File: src/rtl/core/mmrs_pkg.sv
// mmrs_pkg: item types, binding layout and shared constants of the macro router
`timescale 1ns / 1ps

package mmrs_pkg;

	// one input item: a midi event or a smoothing tick
	typedef struct packed {
		logic        kind;
		logic [1:0]  event_type;
		logic [4:0]  midi_channel;
		logic [6:0]  number;
		logic [6:0]  value;
		logic [12:0] num_samples;
	} in_item_t;

	// one result item
	typedef struct packed {
		logic [1:0]  macro_index;
		logic [16:0] macro_level;
		logic        target_only;
		logic        last;
	} out_item_t;

	// binding register layout, msb first: valid, is_note, channel, number
	typedef struct packed {
		logic       valid;
		logic       is_note;
		logic [4:0] channel;
		logic [6:0] number;
	} binding_t;

	// outcome of matching an event against the bindings
	typedef struct packed {
		logic        hit;
		logic [1:0]  idx;
		logic [16:0] level;
	} match_t;

	// item kinds
	localparam logic KIND_EVENT = 1'b0;
	localparam logic KIND_TICK  = 1'b1;

	// event types
	localparam logic [1:0] EV_CC   = 2'd0;
	localparam logic [1:0] EV_NOTE = 2'd1;

	// register indexes
	localparam logic [2:0] REG_SMOOTH = 3'd0;
	localparam logic [2:0] REG_COEF   = 3'd1;
	localparam logic [2:0] REG_BIND0  = 3'd2;

	// q16 levels
	localparam logic [16:0] Q16_ONE     = 17'd65536;
	localparam logic [16:0] LEVEL_RESET = 17'd32768;
	localparam logic [16:0] COEF_RESET  = 17'd152;
	localparam logic [16:0] SNAP_LSB    = 17'd7;
	localparam logic [33:0] ROUND_HALF  = 34'd32768;

	// 65536 = 127 * 516 + 4
	localparam logic [16:0] NORM_SCALE = 17'd516;
	localparam logic [8:0]  NORM_DIV   = 9'd127;

endpackage

File: src/rtl/core/mmrs_match.sv
// mmrs_match: binding match with lowest-index priority and q16 normalisation of the value
`timescale 1ns / 1ps

module mmrs_match #(
	parameter int MACRO_COUNT = 4
) (
	input  mmrs_pkg::binding_t bindings [MACRO_COUNT],
	input  mmrs_pkg::in_item_t item,
	output mmrs_pkg::match_t   result
);

	logic [8:0]  val_x4;
	logic [2:0]  frac;
	logic        usable;

	function automatic logic [8:0] NORM_DIV_X(input int k);
		return 9'(k * int'(mmrs_pkg::NORM_DIV));
	endfunction

	// floor(v * 65536 / 127) = 516 * v + floor(4 * v / 127)
	always_comb begin
		val_x4 = {item.value, 2'b00};
		frac = 3'd0;
		if (val_x4 >= NORM_DIV_X(1)) frac = 3'd1;
		if (val_x4 >= NORM_DIV_X(2)) frac = 3'd2;
		if (val_x4 >= NORM_DIV_X(3)) frac = 3'd3;
		if (val_x4 >= NORM_DIV_X(4)) frac = 3'd4;
	end

	// controller change, or note-on with nonzero velocity
	assign usable = (item.event_type == mmrs_pkg::EV_CC) ||
		((item.event_type == mmrs_pkg::EV_NOTE) && (item.value != 7'd0));

	// scan downwards so the lowest matching macro is kept
	always_comb begin
		result = '0;
		result.level = 17'(item.value) * mmrs_pkg::NORM_SCALE + 17'(frac);
		if (usable) begin
			for (int i = MACRO_COUNT - 1; i >= 0; i--) begin
				if (bindings[i].valid &&
					({1'b0, bindings[i].is_note} == item.event_type) &&
					(bindings[i].number == item.number) &&
					((bindings[i].channel == item.midi_channel) ||
					 (bindings[i].channel == 5'd0))) begin
					result.hit = 1'b1;
					result.idx = 2'(i);
				end
			end
		end
	end

endmodule

File: src/rtl/core/midi_macro_router_smoother.sv
// midi_macro_router_smoother: top level, register file, sequencer and shared multiplier
`timescale 1ns / 1ps

// Routes midi controller and note-on events to up to four macros and smooths
// macro levels on block ticks.
// Channels: req_item is taken when req_valid is high and req_stall low;
// rsp_item is handed over when rsp_valid is high and rsp_stall low. Registers
// are written on the cfg channel (cfg_ready is always high); the user is to
// write them only while idle, which the block itself does not enforce.
// An event that matches a binding passes the dispatch and emit states and
// presents one item at the output register; an unmatched or ignored event,
// or a tick with smoothing off, gives none. A tick with smoothing on walks
// the macros in rising order through one shared 17x17 multiplier: first the
// coefficient num_samples * coef_per_sample, then one product per macro that
// still moves. A macro that moves passes the diff, step and emit states and
// gives one item; a macro that snaps passes only the diff state.
// One item is worked on at a time; req_stall is high while busy.
// A held result stalls the sequencer until rsp_stall drops; nothing is lost.
// Reset sets every level and target to 0.5, smoothing on, coefficient 152
// and all bindings invalid.

module midi_macro_router_smoother #(
	parameter int MACRO_COUNT = 4
) (
	input  logic                clk,
	input  logic                arst_n,
	input  logic                req_valid,
	output logic                req_stall,
	input  mmrs_pkg::in_item_t  req_item,
	output logic                rsp_valid,
	input  logic                rsp_stall,
	output mmrs_pkg::out_item_t rsp_item,
	input  logic                cfg_valid,
	output logic                cfg_ready,
	input  logic [2:0]          cfg_index,
	input  logic [16:0]         cfg_data
);

	localparam int IW = (MACRO_COUNT > 1) ? $clog2(MACRO_COUNT) : 1;

	localparam logic [2:0] ST_IDLE = 3'd0;
	localparam logic [2:0] ST_DISP = 3'd1;
	localparam logic [2:0] ST_CSAT = 3'd2;
	localparam logic [2:0] ST_DIFF = 3'd3;
	localparam logic [2:0] ST_STEP = 3'd4;
	localparam logic [2:0] ST_EMIT = 3'd5;

	logic [2:0]          state_q;
	mmrs_pkg::in_item_t  item_q;
	logic                smoothing_q;
	logic [16:0]         coef_q;
	mmrs_pkg::binding_t  binding_q [MACRO_COUNT];
	logic [16:0]         tgt_q [MACRO_COUNT];
	logic [16:0]         sm_q [MACRO_COUNT];
	logic [IW-1:0]       idx_q;
	logic [MACRO_COUNT-1:0] mask_q;
	logic [16:0]         c_q;
	logic [33:0]         prod_q;
	logic                neg_q;
	mmrs_pkg::out_item_t res_q;
	mmrs_pkg::out_item_t rsp_q;
	logic                rsp_valid_q;

	mmrs_pkg::match_t    hit;
	logic                cfg_write;
	logic [16:0]         mul_a;
	logic [16:0]         mul_b;
	logic [33:0]         mul_p;
	logic [16:0]         cur_mag;
	logic [MACRO_COUNT-1:0] move;
	logic                later;
	logic [17:0]         step_mag;
	logic [18:0]         step_sum;
	logic [16:0]         new_level;
	logic                out_free;
	logic                idx_end;

	function automatic logic [16:0] abs_diff(input logic [16:0] a, input logic [16:0] b);
		return (a >= b) ? (a - b) : (b - a);
	endfunction

	assign req_stall = (state_q != ST_IDLE);
	assign cfg_ready = 1'b1;
	assign cfg_write = cfg_valid && cfg_ready;
	assign rsp_valid = rsp_valid_q;
	assign rsp_item  = rsp_q;
	assign out_free  = !rsp_valid_q || !rsp_stall;
	assign idx_end   = (idx_q == IW'(MACRO_COUNT - 1));

	// event matcher
	mmrs_match #(
		.MACRO_COUNT (MACRO_COUNT)
	) u_match (
		.bindings (binding_q),
		.item     (item_q),
		.result   (hit)
	);

	// configuration registers
	always_ff @(posedge clk or negedge arst_n) begin
		if (!arst_n) begin
			smoothing_q <= 1'b1;
			coef_q <= mmrs_pkg::COEF_RESET;
		end else if (cfg_write) begin
			case (cfg_index)
				mmrs_pkg::REG_SMOOTH: smoothing_q <= cfg_data[0];
				mmrs_pkg::REG_COEF:   coef_q <= cfg_data;
				default: ;
			endcase
		end
	end

	// bindings take the low 14 bits of the write data
	for (genvar g = 0; g < MACRO_COUNT; g++) begin : g_bind
		always_ff @(posedge clk or negedge arst_n) begin
			if (!arst_n) begin
				binding_q[g] <= '0;
			end else if (cfg_write && (cfg_index == 3'(int'(mmrs_pkg::REG_BIND0) + g))) begin
				binding_q[g] <= mmrs_pkg::binding_t'(cfg_data[13:0]);
			end
		end
	end

	// per macro: does it still move by more than the snap window
	always_comb begin
		for (int i = 0; i < MACRO_COUNT; i++) begin
			move[i] = abs_diff(tgt_q[i], sm_q[i]) > mmrs_pkg::SNAP_LSB;
		end
	end

	// is another macro after the current one going to give an item
	always_comb begin
		later = 1'b0;
		for (int i = 0; i < MACRO_COUNT; i++) begin
			if (IW'(i) > idx_q) later = later | mask_q[i];
		end
	end

	assign cur_mag = abs_diff(tgt_q[idx_q], sm_q[idx_q]);

	// shared multiplier: coefficient first, then one step per macro
	always_comb begin
		if (state_q == ST_DISP) begin
			mul_a = {4'b0000, item_q.num_samples};
			mul_b = coef_q;
		end else begin
			mul_a = cur_mag;
			mul_b = c_q;
		end
	end
	assign mul_p = mul_a * mul_b;

	// rounded step and new smoothed level, clamped to 0..1.0
	always_comb begin
		step_mag = 18'((prod_q + mmrs_pkg::ROUND_HALF) >> 16);
		if (neg_q) begin
			step_sum = {2'b00, sm_q[idx_q]} - {1'b0, step_mag};
		end else begin
			step_sum = {2'b00, sm_q[idx_q]} + {1'b0, step_mag};
		end
		if (step_sum[18]) begin
			new_level = 17'd0;
		end else if (step_sum[17:0] > {1'b0, mmrs_pkg::Q16_ONE}) begin
			new_level = mmrs_pkg::Q16_ONE;
		end else begin
			new_level = step_sum[16:0];
		end
	end

	// datapath registers
	always_ff @(posedge clk) begin
		if (req_valid && !req_stall) begin
			item_q <= req_item;
		end
		if ((state_q == ST_DISP) || (state_q == ST_DIFF)) begin
			prod_q <= mul_p;
		end
		if (state_q == ST_DISP) begin
			mask_q <= move;
			res_q.macro_index <= hit.idx;
			res_q.macro_level <= hit.level;
			res_q.target_only <= smoothing_q;
			res_q.last <= 1'b1;
		end
		if (state_q == ST_CSAT) begin
			c_q <= (prod_q > 34'(mmrs_pkg::Q16_ONE)) ? mmrs_pkg::Q16_ONE : prod_q[16:0];
		end
		if (state_q == ST_DIFF) begin
			neg_q <= tgt_q[idx_q] < sm_q[idx_q];
		end
		if (state_q == ST_STEP) begin
			res_q.macro_index <= 2'(idx_q);
			res_q.macro_level <= new_level;
			res_q.target_only <= 1'b0;
			res_q.last <= !later;
		end
		if ((state_q == ST_EMIT) && out_free) begin
			rsp_q <= res_q;
		end
	end

	// targets: set by a matched event
	always_ff @(posedge clk or negedge arst_n) begin
		if (!arst_n) begin
			for (int i = 0; i < MACRO_COUNT; i++) tgt_q[i] <= mmrs_pkg::LEVEL_RESET;
		end else if ((state_q == ST_DISP) && (item_q.kind == mmrs_pkg::KIND_EVENT) &&
			hit.hit) begin
			tgt_q[hit.idx[IW-1:0]] <= hit.level;
		end
	end

	// smoothed levels: snap or step during a tick
	always_ff @(posedge clk or negedge arst_n) begin
		if (!arst_n) begin
			for (int i = 0; i < MACRO_COUNT; i++) sm_q[i] <= mmrs_pkg::LEVEL_RESET;
		end else if ((state_q == ST_DIFF) && !mask_q[idx_q]) begin
			sm_q[idx_q] <= tgt_q[idx_q];
		end else if (state_q == ST_STEP) begin
			sm_q[idx_q] <= new_level;
		end
	end

	// output register
	always_ff @(posedge clk or negedge arst_n) begin
		if (!arst_n) begin
			rsp_valid_q <= 1'b0;
		end else if ((state_q == ST_EMIT) && out_free) begin
			rsp_valid_q <= 1'b1;
		end else if (!rsp_stall) begin
			rsp_valid_q <= 1'b0;
		end
	end

	// sequencer
	always_ff @(posedge clk or negedge arst_n) begin
		if (!arst_n) begin
			state_q <= ST_IDLE;
			idx_q <= '0;
		end else begin
			case (state_q)
				ST_IDLE: begin
					idx_q <= '0;
					if (req_valid) state_q <= ST_DISP;
				end
				ST_DISP: begin
					if (item_q.kind == mmrs_pkg::KIND_EVENT) begin
						state_q <= hit.hit ? ST_EMIT : ST_IDLE;
					end else begin
						state_q <= smoothing_q ? ST_CSAT : ST_IDLE;
					end
				end
				ST_CSAT: state_q <= ST_DIFF;
				ST_DIFF: begin
					if (mask_q[idx_q]) begin
						state_q <= ST_STEP;
					end else if (idx_end) begin
						state_q <= ST_IDLE;
					end else begin
						idx_q <= idx_q + 1'b1;
					end
				end
				ST_STEP: state_q <= ST_EMIT;
				ST_EMIT: begin
					if (out_free) begin
						if ((item_q.kind == mmrs_pkg::KIND_EVENT) || idx_end) begin
							state_q <= ST_IDLE;
						end else begin
							idx_q <= idx_q + 1'b1;
							state_q <= ST_DIFF;
						end
					end
				end
				default: state_q <= ST_IDLE;
			endcase
		end
	end

endmodule

File: config.mk
export PLATFORM = sky130hd
export DESIGN_NAME = midi_macro_router_smoother
export DESIGN_NICKNAME = d
export VERILOG_FILES = /design/src/rtl/core/mmrs_pkg.sv /design/src/rtl/core/mmrs_match.sv /design/src/rtl/core/midi_macro_router_smoother.sv
export SDC_FILE = /design/constraint.sdc
export NUM_CORES = 2
export LEC_CHECK = 0
export ABC_AREA = 1
export BUFFER_PORTS_ARGS = -buffer_cell sky130_fd_sc_hd__buf_2
export CAP_MARGIN = 20
export CORE_ASPECT_RATIO = 1.2
export CORE_MARGIN = 2
export CORE_UTILIZATION = 45
export DETAILED_ROUTE_END_ITERATION = 7
export PLACE_DENSITY = 0.62
export SYNTH_ARGS = -nofsm -noshare
export SYNTH_HDL_FRONTEND = slang
export SYNTH_SLANG_ARGS = --single-unit
File: constraint.sdc
create_clock -name clk -period 8.8 [get_ports clk]
set_clock_uncertainty 0.05 [all_clocks]
set_input_delay 1.32 -clock clk [delete_from_list [all_inputs] [get_ports clk]]
set_output_delay 1.32 -clock clk [all_outputs]
set_load 0.01 [all_outputs]
Word level (Yosys, flattened, before mapping)
Cells that the tools add are included.
Cells by class
  mux-type cells: 58
  bitwise operators: 6
  equality and inequality tests: 31
  $mul: 2
  add/subtract/negate cells: 15
  reductions and logical operators: 53
  order comparisons: 25
Operator list (number)
  $mux 17: 15
  $bwmux 68: 3
  $sub 17x17->17: 10
  $mux 68: 2
  $ge 17x17->1: 5
  $bmux 17 s2: 2
  $demux 17 s2: 2
  $gt 17x3->1 const B: 4
  $mux 21: 2
  $mux 3: 12
  $add 34x16->34 const B: 1
  $gt 34x17->1 const B: 1
  $mul 17x17->34: 1
  $eq 7x7->1: 4
  $logic_and 1x1->1: 24
  $eq 5x5->1: 4
  $logic_not 5->1: 4
  $add 17x18->19: 1
  $mux 19: 1
  $sub 17x18->19: 1
  $ge 9x9->1 const B: 2
  $gt 18x17->1 const B: 1
  $pmux 3 s6: 1
  $add 17x3->17: 1
  36 further kinds: 86
Storage, ports and cells
  input port bits: 60
  output and inout bits: 24
  register bits: 349
  word-level logic and storage cells: 237

Depth between registers and ports, before layout
  depth after elaboration: 15
  mapped depth: 53
  mapped depth without buffers: 49

Hierarchy
From an unflattened synthesis, not the netlist that was laid out.
Unflattened totals
  cell total of the unflattened synthesis: 4850
  area, all modules: 35632.9 µm²
Modules (own cells, without submodules)
  midi_macro_router_smoother: instances 1, cells each 4584, area an instance 34381.7 µm²
  mmrs_match: instances 1, cells each 266, area an instance 1251.2 µm²

Least setup slack after synthesis
No wires, ideal clock.
  path kind: register to register
  start point: register idx_q[0]
  end point: register prod_q[32] (data pin)
  arrival: 8333 ps
  path slack: 152 ps
  stages on the path, launching flop included: 46
  required time: 8485 ps
  clock period less this slack: 8648 ps
  cell sequence: dfrtp_1 > clkbuf_1 > clkbuf_1 > clkbuf_1 > clkbuf_1 > nor2_1 > inv_1 > a32oi_1 > ha_1 > clkbuf_1 > nand2_1 > nor2_1 > inv_1 > nor3_1 > nand3_1 > nand3_1 > inv_2 > nand2_2 > [10 not listed] > fa_1 > inv_1 > fa_1 > inv_1 > fa_1 > fa_1 > inv_1 > fa_1 > inv_1 > ha_1 > a21oi_1 > inv_1 > a21oi_1 > o21a_1 > o2111ai_1 > a21oi_1 > o21ai_0 > xor2_1
On the way
  word-level cells in the longest chain between the ends: 8
  elaborated cells between the ends (all ways): 13
Ends and longest elaborated chain
  start, declared: RTL line midi_macro_router_smoother.sv:55  | logic [IW-1:0] idx_q;
  start signal, assigned: RTL line midi_macro_router_smoother.sv:259  | idx_q <= idx_q + 1'b1;
  start signal, assigned: RTL line midi_macro_router_smoother.sv:268  | idx_q <= idx_q + 1'b1;
  $not 2->3 (not written as such) (*): RTL line midi_macro_router_smoother.sv:139  | assign cur_mag = abs_diff(tgt_q[idx_q], sm_q[idx_q]);
  $bmux 17 s2: RTL line midi_macro_router_smoother.sv:139
  $mux 17 (not written as such) (2 in a row): RTL line midi_macro_router_smoother.sv:139
  $sub 17x17->17 / $ge 17x17->1 (equally long branches): RTL line midi_macro_router_smoother.sv:79  | return (a >= b) ? (a - b) : (b - a);
  $mux 17 (*): RTL line midi_macro_router_smoother.sv:79
  $mux 17 (*): RTL line midi_macro_router_smoother.sv:143  | if (state_q == ST_DISP) begin
  $mul 17x17->34 (*): RTL line midi_macro_router_smoother.sv:151  | assign mul_p = mul_a * mul_b;
  net mul_p[32]: RTL line midi_macro_router_smoother.sv:68  | logic [33:0] mul_p;
  end signal, assigned: RTL line midi_macro_router_smoother.sv:176  | prod_q <= mul_p;
  end, declared: RTL line midi_macro_router_smoother.sv:58  | logic [33:0] prod_q;
Mark *: on every way through the listed nets, which the timed path passes. The rest lies on a longest branch. The select of a mux whose other input is x is not followed.
A chain may end at the register's enable or synchronous reset.

Worst setup path in the final report
Ends and elaborated chain as after synthesis.

==> results by group <==
Status
  – Result of the run: finished clean

Die
  – Die extent in y: 312.2 um
  – Full die area: 0.08144 mm^2
  – FP Rows: 113
  – Initial Utilization: 45.24%
  – Area of the placeable core: 0.07875 mm^2
  – Total I/O pin count: 84
  – Overall die width: 260.8 um

Placed design
  – Routability congestion estimate: 1.047
  – DPL Wire Length: 104.4 mm
  – Port buffer count: 82

Worst hold path
  – Kind of path behind the tightest hold check: reg -> reg
  – Hold Crit Start: res_q[15]$_DFFE_PP_
  – End point of the worst hold path: rsp_item[15]$_DFFE_PP_
  – Hold Path Cell Cnt: 0

Synth
  – Mapped cell area: 0.03562 mm^2
  – Yosys reg bits: 349
  – Sequential element share of the synthesized area: 26.40%
  – Flip-flop cell with the highest count after synthesis: dfrtp_1
  – EDFF count, synth: 132
  – Yosys synthesis warning count: 0
  – Synthesized area per cell: 7.353 um^2
  – Net count after synthesis: 5,438
  – Cells after synthesis: 4,845
  – Async S/R FF share, synth: 61.89%
  – Unique cell type count in the Yosys netlist: 63

CTS
  – Buffer depth of the longest clock path: 3
  – Number of buffers added by the clock tree synthesis step: 42
  – TritonCTS clock tree: done
  – H-tree level count: 2
  – Sink count of the clock tree: 349
  – Clk pin slew, worst setup/hold paths: 0.06 ns
  – Clock latency on the worst-skew pair: 0.61 ns
  – Library cell used as clock root buffer: clkbuf_16

Detailed routing
  – DRC violations left: 0
  – Wire length per cell: 20.64 um
  – Detailed-route via count: 33,010
  – Drt first-iter violations: 2,341
  – Detail Route Antenna Nets: 0
  – Routed metal-1 wire length: 48.73 mm
  – Max Used Layer: met4
  – Routed length on met3: 6.050 mm
  – Count of TritonRoute iterations in the first routing pass: 5
  – Vias/cell: 5.334
  – Wirelength, routed: 127.7 mm
  – WL met2: 62.23 mm

Critical path
  – FF-to-FF path depth: 40
  – Slowest cell on crit path: fa_2
  – Worst setup EP type: flop
  – Required time at the endpoint of the critical path: 9.09 ns
  – End of the worst register-to-register path: prod_q[32]$_DFFE_PP_
  – Startpoint type of the worst setup path: flop
  – Peak per-stage delay on the critical path: 0.58 ns
  – Crit-path max FO: 22
  – Worst Path Arrival: 8.79 ns
  – Origin of the critical flop-to-flop path: idx_q[0]$_DFFE_PN0P_
  – R2R Setup Slk: 0.31 ns
  – Worst setup path category: reg -> reg
  – Most frequent cell on the critical path: inv_1

STA
  – Share of the clock period used by the worst path after layout: 96.53%
  – Transition time at the pin with the least slew margin: 1.118 ns
  – Count of final max-slew check failures: 0
  – Final setup vio count: 0
  – Final critical delay including setup and external delays: 8.495 ns
  – Number of failing hold endpoints at the final stage: 0
  – Max-slew headroom at the worst pin: 24.95%
  – Peak clock frequency supported by timing: 117.7 MHz

Global routing
  – Initial antenna violation count: 1
  – Wire length of the first global-routing pass: 191.6 mm
  – Total track usage: 31.18%
  – Aggregate global routing overflow: 0
  – Pin count of the biggest net entering global routing: 76
  – Vias in the first global route: 32,600

Layout
  – Share of cells above drive strength 1: 12.21%
  – Total Nets Final: 5,711
  – Core Util, Final: 52.29%
  – Synth-to-Final Area Change: 15.60%

Flow run
  – Max Cap Violations: 0
layout by cell type (no fill, tap or decap), drive strengths merged, types with 5 or more instances in the layout:
cell        n
o221ai      7
fa        235
nand2    1231
clkinv     15
dfstp      12
o21bai     11
xor2      120
nand4      63
clkbuf     57
dfrtp     204
buf       363
a32oi      33
or2        13
inv       864
bufinv      5
nand3     139
edfxtp    132
a21oi     295
nor3       32
o21a       10
nor4       23
xnor2      40
a21boi      6
a211oi      6
a21o       23
o211ai     11
a31oi       5
o2111ai     9
o22ai      20
nand3b     10
nor2      543
o21ai     289
ha        298
through the flow:
step | setup TNS, ns | hold WS [ns] | std cells | area, um^2 | worst slack (ns)
6_report | 0 | 0.3692 | 6188 | 41180 | 0.3053
2_1_floorplan | 0 | 0.3503 | 4845 | 35620 | 0.1516
4_1_cts | 0 | 0.3705 | 6165 | 40420 | 0.01291
5_1_grt | -0.8465 | 0.3754 | 6187 | 41180 | -0.1064
3_5_place_dp | -0.04880 | 0.3552 | 6087 | 38870 | -0.02936
3_3_place_gp | -0.02759 | 0.3524 | 6087 | 38870 | -0.02262
kinds of logic after synthesis:
kind of cell    count (synthesis)  synth area share (%)
simple gates                 2059                 23.47
buf+inv                       999                 10.66
compound gates                743                 11.80
fa+ha+maj                     533                 23.67
flops                         349                 26.40
xor+xnor                      160                 3.955
other cells                     1               0.01053
mux                             1               0.02810
state kept, by name, indices dropped and copies added, names as in the netlist:
register	cells
sm_q	68
prod_q	34
rsp_valid	1
idx_q	2
coef_q	17
neg_q	1
rsp_item	21
tgt_q	68
smoothing_q	1
c_q	17
binding_q	56
state_q	3
mask_q	4
item_q	35
res_q	21
Yosys cell counts (11+ instances only):
library cell | n | share of area, %
ha_1 | 298 | 10
inv_2 | 11 | 0.12
nand4_1 | 63 | 1.1
nand2_1 | 1203 | 13
xnor2_1 | 40 | 0.98
nand2_2 | 28 | 0.49
nor3_1 | 30 | 0.42
a21o_1 | 23 | 0.48
a32oi_1 | 33 | 0.81
dfrtp_1 | 204 | 14
nand3_1 | 138 | 1.9
nor4_1 | 23 | 0.40
or2_2 | 12 | 0.21
inv_1 | 847 | 8.9
o21ai_0 | 265 | 3.7
nor2_1 | 537 | 5.7
buf_2 | 23 | 0.32
o21ai_1 | 18 | 0.25
o211ai_1 | 11 | 0.23
o22ai_1 | 20 | 0.35
edfxtp_1 | 132 | 11
clkbuf_1 | 105 | 1.1
a21oi_1 | 295 | 4.1
xor2_1 | 119 | 2.9
dfstp_2 | 12 | 0.89
fa_1 | 235 | 13
worst max-delay path, delay by kind of cell (launching register included):
family                     cells  cell delay (ns)
adders and majority gates      8             3.79
DFF                            1             0.48
and+or+nand+nor               11             1.26
AOI/OAI and AO/OA              8             1.36
xor gates and xnor gates       1             0.14
buffers and inverters         12             1.14
metal layers:
layer / global-route usage, % / vias to the layer above
met1: 36.16 / 15690
met4: 20.97 / 0
met5: 0 / -
met3: 3.366 / 359
met2: 54.04 / 1097
li1: - / 15860
what timing repair did:
action                                  in CTS  in global routing
setup buffers                                0                 17
hold buffers                                 0                  0
resized for setup                            5                124
endpoints found under the setup margin       5                 20
gates cloned                                 0                  3
pin swaps                                    0                 29
area by class of cell:
type	count	area, um^2
diodes	1	2.502
fillers	7846	37570
multi-input cells	3497	22990
flip-flops and latches	349	9408
clock inverters	23	329.1
repair buffers	365	2726
well taps	1035	1295
inverters	863	3244
clock buffers	55	1182
worst max-delay path by stage:
stage / slack (ns) / endpoint / start / cells after the start
after floorplan: 0.15 / prod_q[32]$_DFFE_PP_ / idx_q[0]$_DFFE_PN0P_ / 45
after global placement: -0.02 / prod_q[32]$_DFFE_PP_ / idx_q[0]$_DFFE_PN0P_ / 38
after detailed placement: -0.03 / prod_q[33]$_DFFE_PP_ / idx_q[0]$_DFFE_PN0P_ / 43
after CTS: 0.01 / prod_q[33]$_DFFE_PP_ / idx_q[0]$_DFFE_PN0P_ / 41
after global routing: -0.11 / prod_q[31]$_DFFE_PP_ / idx_q[0]$_DFFE_PN0P_ / 40
final: 0.31 / prod_q[32]$_DFFE_PP_ / idx_q[0]$_DFFE_PN0P_ / 40
Power is left out: the tool's default activity adds up to more than one toggle a clock period on the data nets, which glitch-free logic cannot reach.
